==> src/rtl/sclc_pkg.sv <==
// ---------------------------------------------------------------------------
// sclc_pkg
// Sizes, record codes and the sequencer program of the cross-list compressor.
// ---------------------------------------------------------------------------
package sclc_pkg;

    localparam int MAX_ROWS    = 16;
    localparam int MAX_COLS    = 16;
    localparam int MAX_ENTRIES = 256;

    localparam int ROW_W  = (MAX_ROWS > 1) ? $clog2(MAX_ROWS) : 1;
    localparam int COL_W  = (MAX_COLS > 1) ? $clog2(MAX_COLS) : 1;
    localparam int WALK_W = (ROW_W > COL_W) ? ROW_W : COL_W;
    localparam int IDX_W  = (MAX_ENTRIES > 1) ? $clog2(MAX_ENTRIES) : 1;
    localparam int CNT_W  = $clog2(MAX_ENTRIES + 1);

    localparam int SIZE_W     = 5;
    localparam int DATA_W     = 32;
    localparam int KIND_W     = 3;
    localparam int TARGET_W   = 8;
    localparam int CFG_ADDR_W = 3;
    localparam int APB_W      = 32;
    localparam int PC_W       = 3;

    localparam logic [SIZE_W-1:0] SIZE_RESET = SIZE_W'(16);

    localparam logic REG_ROW_COUNT    = 1'b0;
    localparam logic REG_COLUMN_COUNT = 1'b1;

    typedef enum logic [KIND_W-1:0] {
        KIND_VALUE    = 3'd0,
        KIND_ROW_LINK = 3'd1,
        KIND_COL_LINK = 3'd2,
        KIND_ROW_HEAD = 3'd3,
        KIND_COL_HEAD = 3'd4,
        KIND_DONE     = 3'd5
    } kind_t;

    typedef enum logic [2:0] {
        EM_NONE,
        EM_VALUE,
        EM_ROW,
        EM_COL,
        EM_ROW_RING,
        EM_COL_RING,
        EM_DONE
    } emit_t;

    typedef enum logic [2:0] {
        C_ACCEPT,
        C_NEXT,
        C_STORE,
        C_LAST,
        C_WALK,
        C_JUMP
    } cond_t;

    localparam logic [PC_W-1:0] PC_FETCH    = 3'd0;
    localparam logic [PC_W-1:0] PC_DECIDE   = 3'd1;
    localparam logic [PC_W-1:0] PC_VALUE    = 3'd2;
    localparam logic [PC_W-1:0] PC_ROW      = 3'd3;
    localparam logic [PC_W-1:0] PC_COL      = 3'd4;
    localparam logic [PC_W-1:0] PC_ROW_RING = 3'd5;
    localparam logic [PC_W-1:0] PC_COL_RING = 3'd6;
    localparam logic [PC_W-1:0] PC_DONE     = 3'd7;

    typedef struct packed {
        logic            in_ready;
        emit_t           emit;
        cond_t           cond;
        logic [PC_W-1:0] target;
    } uword_t;

    typedef struct packed {
        logic accepted;
        logic store;
        logic last;
        logic walk_end;
        logic stall;
    } seq_stat_t;

    function automatic uword_t ucode(input logic [PC_W-1:0] pc);
        uword_t w;
        case (pc)
            PC_FETCH:    w = '{1'b1, EM_NONE,     C_ACCEPT, PC_FETCH};
            PC_DECIDE:   w = '{1'b0, EM_NONE,     C_STORE,  PC_ROW_RING};
            PC_VALUE:    w = '{1'b0, EM_VALUE,    C_NEXT,   PC_FETCH};
            PC_ROW:      w = '{1'b0, EM_ROW,      C_NEXT,   PC_FETCH};
            PC_COL:      w = '{1'b0, EM_COL,      C_LAST,   PC_FETCH};
            PC_ROW_RING: w = '{1'b0, EM_ROW_RING, C_WALK,   PC_FETCH};
            PC_COL_RING: w = '{1'b0, EM_COL_RING, C_WALK,   PC_FETCH};
            PC_DONE:     w = '{1'b0, EM_DONE,     C_JUMP,   PC_FETCH};
            default:     w = '{1'b1, EM_NONE,     C_ACCEPT, PC_FETCH};
        endcase
        return w;
    endfunction

endpackage

==> src/rtl/sclc_if.sv <==
// ---------------------------------------------------------------------------
// sclc_if
// Valid/ready channels for matrix elements in and write records out.
// ---------------------------------------------------------------------------
interface sclc_in_if import sclc_pkg::*; ();
    logic                     valid;
    logic                     ready;
    logic signed [DATA_W-1:0] element_value;

    modport source (output valid, output element_value, input ready);
    modport sink   (input valid, input element_value, output ready);
endinterface

interface sclc_out_if import sclc_pkg::*; ();
    logic                     valid;
    logic                     ready;
    logic [KIND_W-1:0]        record_kind;
    logic [TARGET_W-1:0]      target_index;
    logic signed [DATA_W-1:0] record_data;
    logic                     capacity_overflow;
    logic                     run_last;

    modport source (output valid, output record_kind, output target_index,
                    output record_data, output capacity_overflow, output run_last,
                    input ready);
    modport sink   (input valid, input record_kind, input target_index,
                    input record_data, input capacity_overflow, input run_last,
                    output ready);
endinterface

==> src/rtl/sparse_cross_list_compressor.sv <==
// ---------------------------------------------------------------------------
// sparse_cross_list_compressor
// Zero element: fetch, decide; nonzero adds value, row and column (a record each).
// Last element adds MAX_ROWS + MAX_COLS ring-walk steps and a done step.
// Rate is set by the microcoded step sequence; output stalls add cycles.
// Each record is registered and valid in the cycle after its step.
// Async active-low reset clears head flags, counters, positions; sizes reset to 16.
// ---------------------------------------------------------------------------
module sparse_cross_list_compressor import sclc_pkg::*; (
    input  logic                  clk,
    input  logic                  rst_n,
    input  logic                  psel,
    input  logic                  penable,
    input  logic                  pwrite,
    input  logic [CFG_ADDR_W-1:0] paddr,
    input  logic [APB_W-1:0]      pwdata,
    output logic [APB_W-1:0]      prdata,
    output logic                  pready,
    sclc_in_if.sink               in_ch,
    sclc_out_if.source            out_ch
);

    uword_t    ctl;
    seq_stat_t stat;

    logic [SIZE_W-1:0] row_count_reg;
    logic [SIZE_W-1:0] column_count_reg;

    logic [DATA_W-1:0] value_reg;
    logic [ROW_W-1:0]  r_reg;
    logic [COL_W-1:0]  c_reg;
    logic              last_reg;
    logic [ROW_W-1:0]  row_pos_reg;
    logic [COL_W-1:0]  col_pos_reg;
    logic [CNT_W-1:0]  entry_count_reg;
    logic              overflow_reg;
    logic [WALK_W-1:0] walk_reg;

    logic [MAX_ROWS-1:0] row_head_valid_reg;
    logic [MAX_COLS-1:0] col_head_valid_reg;
    logic [IDX_W-1:0]    row_head_reg [MAX_ROWS];
    logic [IDX_W-1:0]    row_tail_reg [MAX_ROWS];
    logic [IDX_W-1:0]    col_head_reg [MAX_COLS];
    logic [IDX_W-1:0]    col_tail_reg [MAX_COLS];

    logic                out_valid_reg;
    logic [KIND_W-1:0]   kind_reg;
    logic [TARGET_W-1:0] target_reg;
    logic [DATA_W-1:0]   data_reg;
    logic                ovf_reg;
    logic                run_last_reg;

    logic [ROW_W:0]      rows;
    logic [COL_W:0]      cols;
    logic                row_end;
    logic                col_end;
    logic                last_cur;
    logic                accepted;
    logic                nonzero;
    logic                room;
    logic [IDX_W-1:0]    idx;
    logic [ROW_W-1:0]    walk_row;
    logic [COL_W-1:0]    walk_col;
    logic                emit_now;
    logic                stall;
    logic                advance;
    logic [KIND_W-1:0]   kind_c;
    logic [TARGET_W-1:0] target_c;
    logic [DATA_W-1:0]   data_c;
    logic                ovf_c;
    logic                run_last_c;
    logic                cfg_write;
    logic                cfg_sel;

    sclc_seq u_seq (
        .clk   (clk),
        .rst_n (rst_n),
        .stat  (stat),
        .ctl   (ctl)
    );

    // APB
    assign pready    = 1'b1;
    assign cfg_write = psel && penable && pwrite;
    assign cfg_sel   = paddr[2];

    always_comb
    begin
        case (cfg_sel)
            REG_ROW_COUNT:    prdata = APB_W'(row_count_reg);
            REG_COLUMN_COUNT: prdata = APB_W'(column_count_reg);
            default:          prdata = '0;
        endcase
    end

    // sizes in use
    always_comb
    begin
        if (row_count_reg == '0)
            rows = (ROW_W+1)'(1);
        else if (32'(row_count_reg) > MAX_ROWS)
            rows = (ROW_W+1)'(MAX_ROWS);
        else
            rows = (ROW_W+1)'(row_count_reg);
        if (column_count_reg == '0)
            cols = (COL_W+1)'(1);
        else if (32'(column_count_reg) > MAX_COLS)
            cols = (COL_W+1)'(MAX_COLS);
        else
            cols = (COL_W+1)'(column_count_reg);
    end

    assign row_end  = ((ROW_W+1)'(row_pos_reg) + (ROW_W+1)'(1)) >= rows;
    assign col_end  = ((COL_W+1)'(col_pos_reg) + (COL_W+1)'(1)) >= cols;
    assign last_cur = row_end && col_end;

    assign in_ch.ready = ctl.in_ready;
    assign accepted    = in_ch.valid && ctl.in_ready;
    assign nonzero     = value_reg != '0;
    assign room        = entry_count_reg < CNT_W'(MAX_ENTRIES);
    assign idx         = entry_count_reg[IDX_W-1:0];
    assign walk_row    = walk_reg[ROW_W-1:0];
    assign walk_col    = walk_reg[COL_W-1:0];

    // record select
    always_comb
    begin
        emit_now   = 1'b0;
        kind_c     = KIND_VALUE;
        target_c   = '0;
        data_c     = '0;
        ovf_c      = 1'b0;
        run_last_c = 1'b0;
        case (ctl.emit)
            EM_VALUE:
            begin
                emit_now = 1'b1;
                kind_c   = KIND_VALUE;
                target_c = TARGET_W'(idx);
                data_c   = value_reg;
            end
            EM_ROW:
            begin
                emit_now = 1'b1;
                data_c   = DATA_W'(idx);
                if (row_head_valid_reg[r_reg])
                begin
                    kind_c   = KIND_ROW_LINK;
                    target_c = TARGET_W'(row_tail_reg[r_reg]);
                end
                else
                begin
                    kind_c   = KIND_ROW_HEAD;
                    target_c = TARGET_W'(r_reg);
                end
            end
            EM_COL:
            begin
                emit_now   = 1'b1;
                data_c     = DATA_W'(idx);
                run_last_c = !last_reg;
                if (col_head_valid_reg[c_reg])
                begin
                    kind_c   = KIND_COL_LINK;
                    target_c = TARGET_W'(col_tail_reg[c_reg]);
                end
                else
                begin
                    kind_c   = KIND_COL_HEAD;
                    target_c = TARGET_W'(c_reg);
                end
            end
            EM_ROW_RING:
            begin
                emit_now = row_head_valid_reg[walk_row];
                kind_c   = KIND_ROW_LINK;
                target_c = TARGET_W'(row_tail_reg[walk_row]);
                data_c   = DATA_W'(row_head_reg[walk_row]);
            end
            EM_COL_RING:
            begin
                emit_now = col_head_valid_reg[walk_col];
                kind_c   = KIND_COL_LINK;
                target_c = TARGET_W'(col_tail_reg[walk_col]);
                data_c   = DATA_W'(col_head_reg[walk_col]);
            end
            EM_DONE:
            begin
                emit_now   = 1'b1;
                kind_c     = KIND_DONE;
                data_c     = DATA_W'(entry_count_reg);
                ovf_c      = overflow_reg;
                run_last_c = 1'b1;
            end
            default:
            begin
                emit_now = 1'b0;
            end
        endcase
    end

    assign stall   = emit_now && out_valid_reg && !out_ch.ready;
    assign advance = !stall;

    assign stat.accepted = accepted;
    assign stat.store    = nonzero && room;
    assign stat.last     = last_reg;
    assign stat.walk_end = (ctl.emit == EM_ROW_RING) ?
                           (walk_reg == WALK_W'(MAX_ROWS - 1)) :
                           (walk_reg == WALK_W'(MAX_COLS - 1));
    assign stat.stall    = stall;

    // control state
    always_ff @(posedge clk or negedge rst_n)
    begin
        if (!rst_n)
        begin
            row_count_reg      <= SIZE_RESET;
            column_count_reg   <= SIZE_RESET;
            row_pos_reg        <= '0;
            col_pos_reg        <= '0;
            entry_count_reg    <= '0;
            overflow_reg       <= 1'b0;
            walk_reg           <= '0;
            row_head_valid_reg <= '0;
            col_head_valid_reg <= '0;
            out_valid_reg      <= 1'b0;
        end
        else
        begin
            if (cfg_write)
            begin
                case (cfg_sel)
                    REG_ROW_COUNT:    row_count_reg    <= pwdata[SIZE_W-1:0];
                    REG_COLUMN_COUNT: column_count_reg <= pwdata[SIZE_W-1:0];
                    default:          row_count_reg    <= row_count_reg;
                endcase
            end

            if (accepted)
            begin
                if (last_cur)
                begin
                    row_pos_reg <= '0;
                    col_pos_reg <= '0;
                end
                else if (col_end)
                begin
                    row_pos_reg <= row_pos_reg + 1'b1;
                    col_pos_reg <= '0;
                end
                else
                begin
                    col_pos_reg <= col_pos_reg + 1'b1;
                end
            end

            if (ctl.cond == C_STORE && nonzero && !room)
                overflow_reg <= 1'b1;

            if (advance)
            begin
                case (ctl.emit)
                    EM_ROW:
                        row_head_valid_reg[r_reg] <= 1'b1;
                    EM_COL:
                    begin
                        col_head_valid_reg[c_reg] <= 1'b1;
                        entry_count_reg           <= entry_count_reg + 1'b1;
                    end
                    EM_ROW_RING, EM_COL_RING:
                        walk_reg <= stat.walk_end ? '0 : walk_reg + 1'b1;
                    EM_DONE:
                    begin
                        row_head_valid_reg <= '0;
                        col_head_valid_reg <= '0;
                        entry_count_reg    <= '0;
                        overflow_reg       <= 1'b0;
                    end
                    default:
                        walk_reg <= walk_reg;
                endcase
            end

            out_valid_reg <= (emit_now && advance) || (out_valid_reg && !out_ch.ready);
        end
    end

    // payload
    always_ff @(posedge clk)
    begin
        if (accepted)
        begin
            value_reg <= in_ch.element_value;
            r_reg     <= row_pos_reg;
            c_reg     <= col_pos_reg;
            last_reg  <= last_cur;
        end
        if (advance && ctl.emit == EM_ROW)
        begin
            if (!row_head_valid_reg[r_reg])
                row_head_reg[r_reg] <= idx;
            row_tail_reg[r_reg] <= idx;
        end
        if (advance && ctl.emit == EM_COL)
        begin
            if (!col_head_valid_reg[c_reg])
                col_head_reg[c_reg] <= idx;
            col_tail_reg[c_reg] <= idx;
        end
        if (emit_now && advance)
        begin
            kind_reg     <= kind_c;
            target_reg   <= target_c;
            data_reg     <= data_c;
            ovf_reg      <= ovf_c;
            run_last_reg <= run_last_c;
        end
    end

    assign out_ch.valid             = out_valid_reg;
    assign out_ch.record_kind       = kind_reg;
    assign out_ch.target_index      = target_reg;
    assign out_ch.record_data       = data_reg;
    assign out_ch.capacity_overflow = ovf_reg;
    assign out_ch.run_last          = run_last_reg;

endmodule

==> src/rtl/sclc_seq.sv <==
// ---------------------------------------------------------------------------
// sclc_seq
// Step counter over the control ROM, with conditional jumps on datapath status.
// ---------------------------------------------------------------------------
module sclc_seq import sclc_pkg::*; (
    input  logic      clk,
    input  logic      rst_n,
    input  seq_stat_t stat,
    output uword_t    ctl
);

    logic [PC_W-1:0] pc_reg;
    logic [PC_W-1:0] pc_next;

    assign ctl = ucode(pc_reg);

    always_comb
    begin
        pc_next = pc_reg;
        if (!stat.stall)
        begin
            case (ctl.cond)
                C_ACCEPT: pc_next = stat.accepted ? pc_reg + 1'b1 : pc_reg;
                C_NEXT:   pc_next = pc_reg + 1'b1;
                C_STORE:
                begin
                    if (stat.store)
                        pc_next = pc_reg + 1'b1;
                    else
                        pc_next = stat.last ? ctl.target : PC_FETCH;
                end
                C_LAST:   pc_next = stat.last ? pc_reg + 1'b1 : PC_FETCH;
                C_WALK:   pc_next = stat.walk_end ? pc_reg + 1'b1 : pc_reg;
                C_JUMP:   pc_next = ctl.target;
                default:  pc_next = PC_FETCH;
            endcase
        end
    end

    always_ff @(posedge clk or negedge rst_n)
    begin
        if (!rst_n)
            pc_reg <= PC_FETCH;
        else
            pc_reg <= pc_next;
    end

endmodule

==> src/flat_wrapper.sv <==
// flat-port wrapper written by rule: the top's interface ports become plain ports
module sparse_cross_list_compressor_flat import sclc_pkg::*;
  (clk, rst_n, psel, penable, pwrite, paddr, pwdata, prdata, pready, in_ch_valid, in_ch_element_value, in_ch_ready, out_ch_valid, out_ch_record_kind, out_ch_target_index, out_ch_record_data, out_ch_capacity_overflow, out_ch_run_last, out_ch_ready);
  sclc_in_if in_ch_i ();
  sclc_out_if out_ch_i ();
  input  logic clk;
  input  logic rst_n;
  input  logic psel;
  input  logic penable;
  input  logic pwrite;
  input  logic [CFG_ADDR_W-1:0] paddr;
  input  logic [APB_W-1:0] pwdata;
  output logic [APB_W-1:0] prdata;
  output logic pready;
  input wire logic [$bits(in_ch_i.valid)-1:0] in_ch_valid;
  input wire logic [$bits(in_ch_i.element_value)-1:0] in_ch_element_value;
  output wire logic [$bits(in_ch_i.ready)-1:0] in_ch_ready;
  output wire logic [$bits(out_ch_i.valid)-1:0] out_ch_valid;
  output wire logic [$bits(out_ch_i.record_kind)-1:0] out_ch_record_kind;
  output wire logic [$bits(out_ch_i.target_index)-1:0] out_ch_target_index;
  output wire logic [$bits(out_ch_i.record_data)-1:0] out_ch_record_data;
  output wire logic [$bits(out_ch_i.capacity_overflow)-1:0] out_ch_capacity_overflow;
  output wire logic [$bits(out_ch_i.run_last)-1:0] out_ch_run_last;
  input wire logic [$bits(out_ch_i.ready)-1:0] out_ch_ready;
  assign in_ch_i.valid = in_ch_valid;
  assign in_ch_i.element_value = in_ch_element_value;
  assign in_ch_ready = in_ch_i.ready;
  assign out_ch_valid = out_ch_i.valid;
  assign out_ch_record_kind = out_ch_i.record_kind;
  assign out_ch_target_index = out_ch_i.target_index;
  assign out_ch_record_data = out_ch_i.record_data;
  assign out_ch_capacity_overflow = out_ch_i.capacity_overflow;
  assign out_ch_run_last = out_ch_i.run_last;
  assign out_ch_i.ready = out_ch_ready;
  sparse_cross_list_compressor u_core (.clk(clk), .rst_n(rst_n), .psel(psel), .penable(penable), .pwrite(pwrite), .paddr(paddr), .pwdata(pwdata), .prdata(prdata), .pready(pready), .in_ch(in_ch_i), .out_ch(out_ch_i));
endmodule
==> config.mk <==
export PLATFORM = sky130hd
export DESIGN_NAME = sparse_cross_list_compressor_flat
export DESIGN_NICKNAME = d
export VERILOG_FILES = /design/src/rtl/sclc_pkg.sv /design/src/rtl/sclc_if.sv /design/src/rtl/sparse_cross_list_compressor.sv /design/src/rtl/sclc_seq.sv /design/src/flat_wrapper.sv
export SDC_FILE = /design/constraint.sdc
export NUM_CORES = 1
export LEC_CHECK = 0
export BUFFER_PORTS_ARGS = -buffer_cell sky130_fd_sc_hd__buf_2
export CORE_ASPECT_RATIO = 1.2
export CORE_MARGIN = 2
export CORE_UTILIZATION = 53
export CTS_CLUSTER_SIZE = 30
export DETAILED_ROUTE_END_ITERATION = 7
export PLACE_DENSITY = 0.76
export SYNTH_ARGS = -nofsm -noshare
export SYNTH_HDL_FRONTEND = slang
export SYNTH_HIERARCHICAL = 1
export SYNTH_SLANG_ARGS = --single-unit
export TNS_END_PERCENT = 10
==> constraint.sdc <==
create_clock -name clk -period 4.45 [get_ports clk]
set_input_delay 0.445 -clock clk [delete_from_list [all_inputs] [get_ports clk]]
set_output_delay 0.445 -clock clk [all_outputs]
set_load 0.01 [all_outputs]
==> results.md <==
* CTS root buf: clkbuf_16
* Max-slew headroom at 34.2%
* H-tree depth at 3
* Final setup violating endpoints at 0
* Die height at 263 um
* Design Area, Final at 33400 um^2
* Hold path cells at 1
* NumNets Final at about 1900
* Total core area at 54900 um^2
* Warnings, synthesis at 6
* Final Cycle Share at 82.7%
* Fraction of layout cells with a size suffix above 1 at between 30% and 40%
* Num rows at 94
* Post-DRT Antenna Nets at 0
* Status: finished, final reports clean
* PortBufs at 96
* Critical Path AT at 3910 ps
* Final core utilization at 60.9%
* Crit start category: register
* R2R Setup Slk at 770 ps
* Final Slew Violations at 0
* Die Wd at 220 um
* CTS tree: done
* Final WL at 72.3 mm
* CTS buffer count at 68
* Largest net degree at the start of global routing at 70
* P_sw at 0.00691 W
* Global-route wire length before repair at ~110 mm
* CTS Sinks at 674
* Switching Share at 32.7%
* Syn Std Cell Area at around 30000 um^2
* Worst-path clk slew at 60 ps
* Power Internal at 0.0143 W
* Hold WC Path Type: in2reg
* Upper clock frequency limit at 272 MHz
* Vias in the first global route at 17117
* Detailed Routing Iterations Pass 1 at 5
* Area growth syn-to-layout at 13.2%
* DP Worst Slack at 847 ps
* Fin crit period at 3680 ps
* Combinational share of power at between 30% and 40%
* Crit path required time at 4680 ps
* Setup TNS at 0 ps
* LEAKAGE at 11.5 nW
* Max Clock Skew at 21.9 ps
* Antenna violations before repair at 0
* Routed vias at 16417
* Routed wire per std cell at 28.4 um
* Dpl hpwl at about 45 mm
* Ant diodes at 0
* Deepest clock path buffer count at 3
* RR Endpoint: u_core/col_head_reg[0][0]
* Endpoint, Worst Hold: u_core/value_reg[3]
* FF-to-FF Start: u_core/u_seq/pc_reg[0]
* Seq pwr share at 41.4%
* Global Route Usage Sum at 25.6%
* Critical-path maximum fanout at 26
* Initial Util at between 50% and 60%
* Placed Instance Area at 31000 um^2
* FF-to-FF path depth at 8
* Number of remaining DRC errors at 0
* Post-CTS setup buffer count at 0
* Clock power frac at ~27%
* Maximum VDD drop at ~0.6 mV
* Power density over the cells at 633 nW/um^2
* # IOs at 154
* Max cap viols at 0
* Syn avg cell area at 18.2 um^2
* Clock latency on the worst-skew pair at just over 600 ps
* Placer congestion estimate at 0.892
* Cells after synthesis at roughly 1600
* Fill count at between 3000 and 4000
* Iter 0 DRT Violations at between 2000 and 2500
* Critical path type: reg2reg
* Worst slew pin tran at 984 ps
* CP endpoint kind: register
* DR vias/cell at 6.44
* Min-delay src: in_ch_element_value[3]
* RSZ-0062 raised after global routing: no
* Global route overflow at 0
* Hold Fails Final Rpt at 0
* DIE AREA at 57700 um^2
* Setup WS post-layout at between 700 and 800 ps
timing repair:
action,in CTS,in global routing
endpoints found under the setup margin,0,0
endpoints found under the hold margin,22,0
resized for setup,0,0
hold buffers,16,0
worst max-delay path, cell delays in order (launching register included):
cell and delay [ps]:
dfrtp_1 390, inv_1 110, ha_1 390, mux2i_4 180, buf_4 350, and3b_1 280
nand2_1 160, or3_1 590, nor2_1 840
layout make-up:
cell class	count	area (um^2)	area share, %
Sequential cell	674	19800	59.4
Multi-Input combinational cell	834	9120	27.3
Clock buffer	82	1800	5.37
Timing Repair Buffer	188	1290	3.85
Tap cell	720	901	2.69
Clock inverter	39	434	1.30
Inverter	13	48.8	0.146
cells in the final DEF, fill, tap and decap left out, types with 22 or more instances in the layout:
cell / count
edfxtp_1: 598
nand2_1: 56
conb_1: 28
o21a_1: 35
buf_4: 71
and3_1: 30
o21ai_0: 23
mux2i_1: 48
a21oi_1: 22
buf_2: 95
mux4_2: 229
clkbuf_16: 70
dfrtp_1: 54
nor2_1: 90
mux2_2: 26
nand3_1: 22
worst max-delay path by stage:
stage                                      start                              end  depth (start not counted)
after floorplan           u_core/u_seq/pc_reg[0]  u_core/out_ch.capacity_overflow                         10
after global placement    u_core/u_seq/pc_reg[0]        u_core/col_head_reg[9][5]                          7
after detailed placement  u_core/u_seq/pc_reg[0]        u_core/col_head_reg[9][5]                          7
after CTS                 u_core/u_seq/pc_reg[0]        u_core/col_head_reg[7][4]                          7
after global routing      u_core/u_seq/pc_reg[0]        u_core/col_head_reg[7][4]                          7
final                     u_core/u_seq/pc_reg[0]        u_core/col_head_reg[0][0]                          8
metrics by stage:
| stage | hold slack (ps) | total power [W] | std cells |
|---|---|---|---|
| floorplan | 149 | 0.0133 | 1647 |
| global placement | 466 | 0.0152 | 2413 |
| detailed placement | 489 | 0.0154 | 2413 |
| CTS | 0.0644 | 0.0212 | 2550 |
| global route | 8.04 | 0.0220 | 2550 |
| finish | 21.2 | 0.0212 | 2550 |
metal layers:
layer / wire length [um] / global-route usage, % / vias to the layer above
li1: - / - / 6890
met1: 25800 / 31.9 / 8450
met2: 37400 / 43.5 / 900
met3: 5920 / 4.59 / 177
met4: 3190 / 11.9 / 0
met5: 0 / 0 / -
power groups by stage:
stage               combinational (W)  sequential [W]  clock [W]
floorplan                     0.00479         0.00846          0
global placement              0.00636         0.00881          0
detailed placement            0.00654         0.00885          0
CTS                           0.00660         0.00873    0.00586
global route                  0.00706         0.00883    0.00609
finish                        0.00663         0.00876    0.00578
Power figures use the tool's default switching activity.
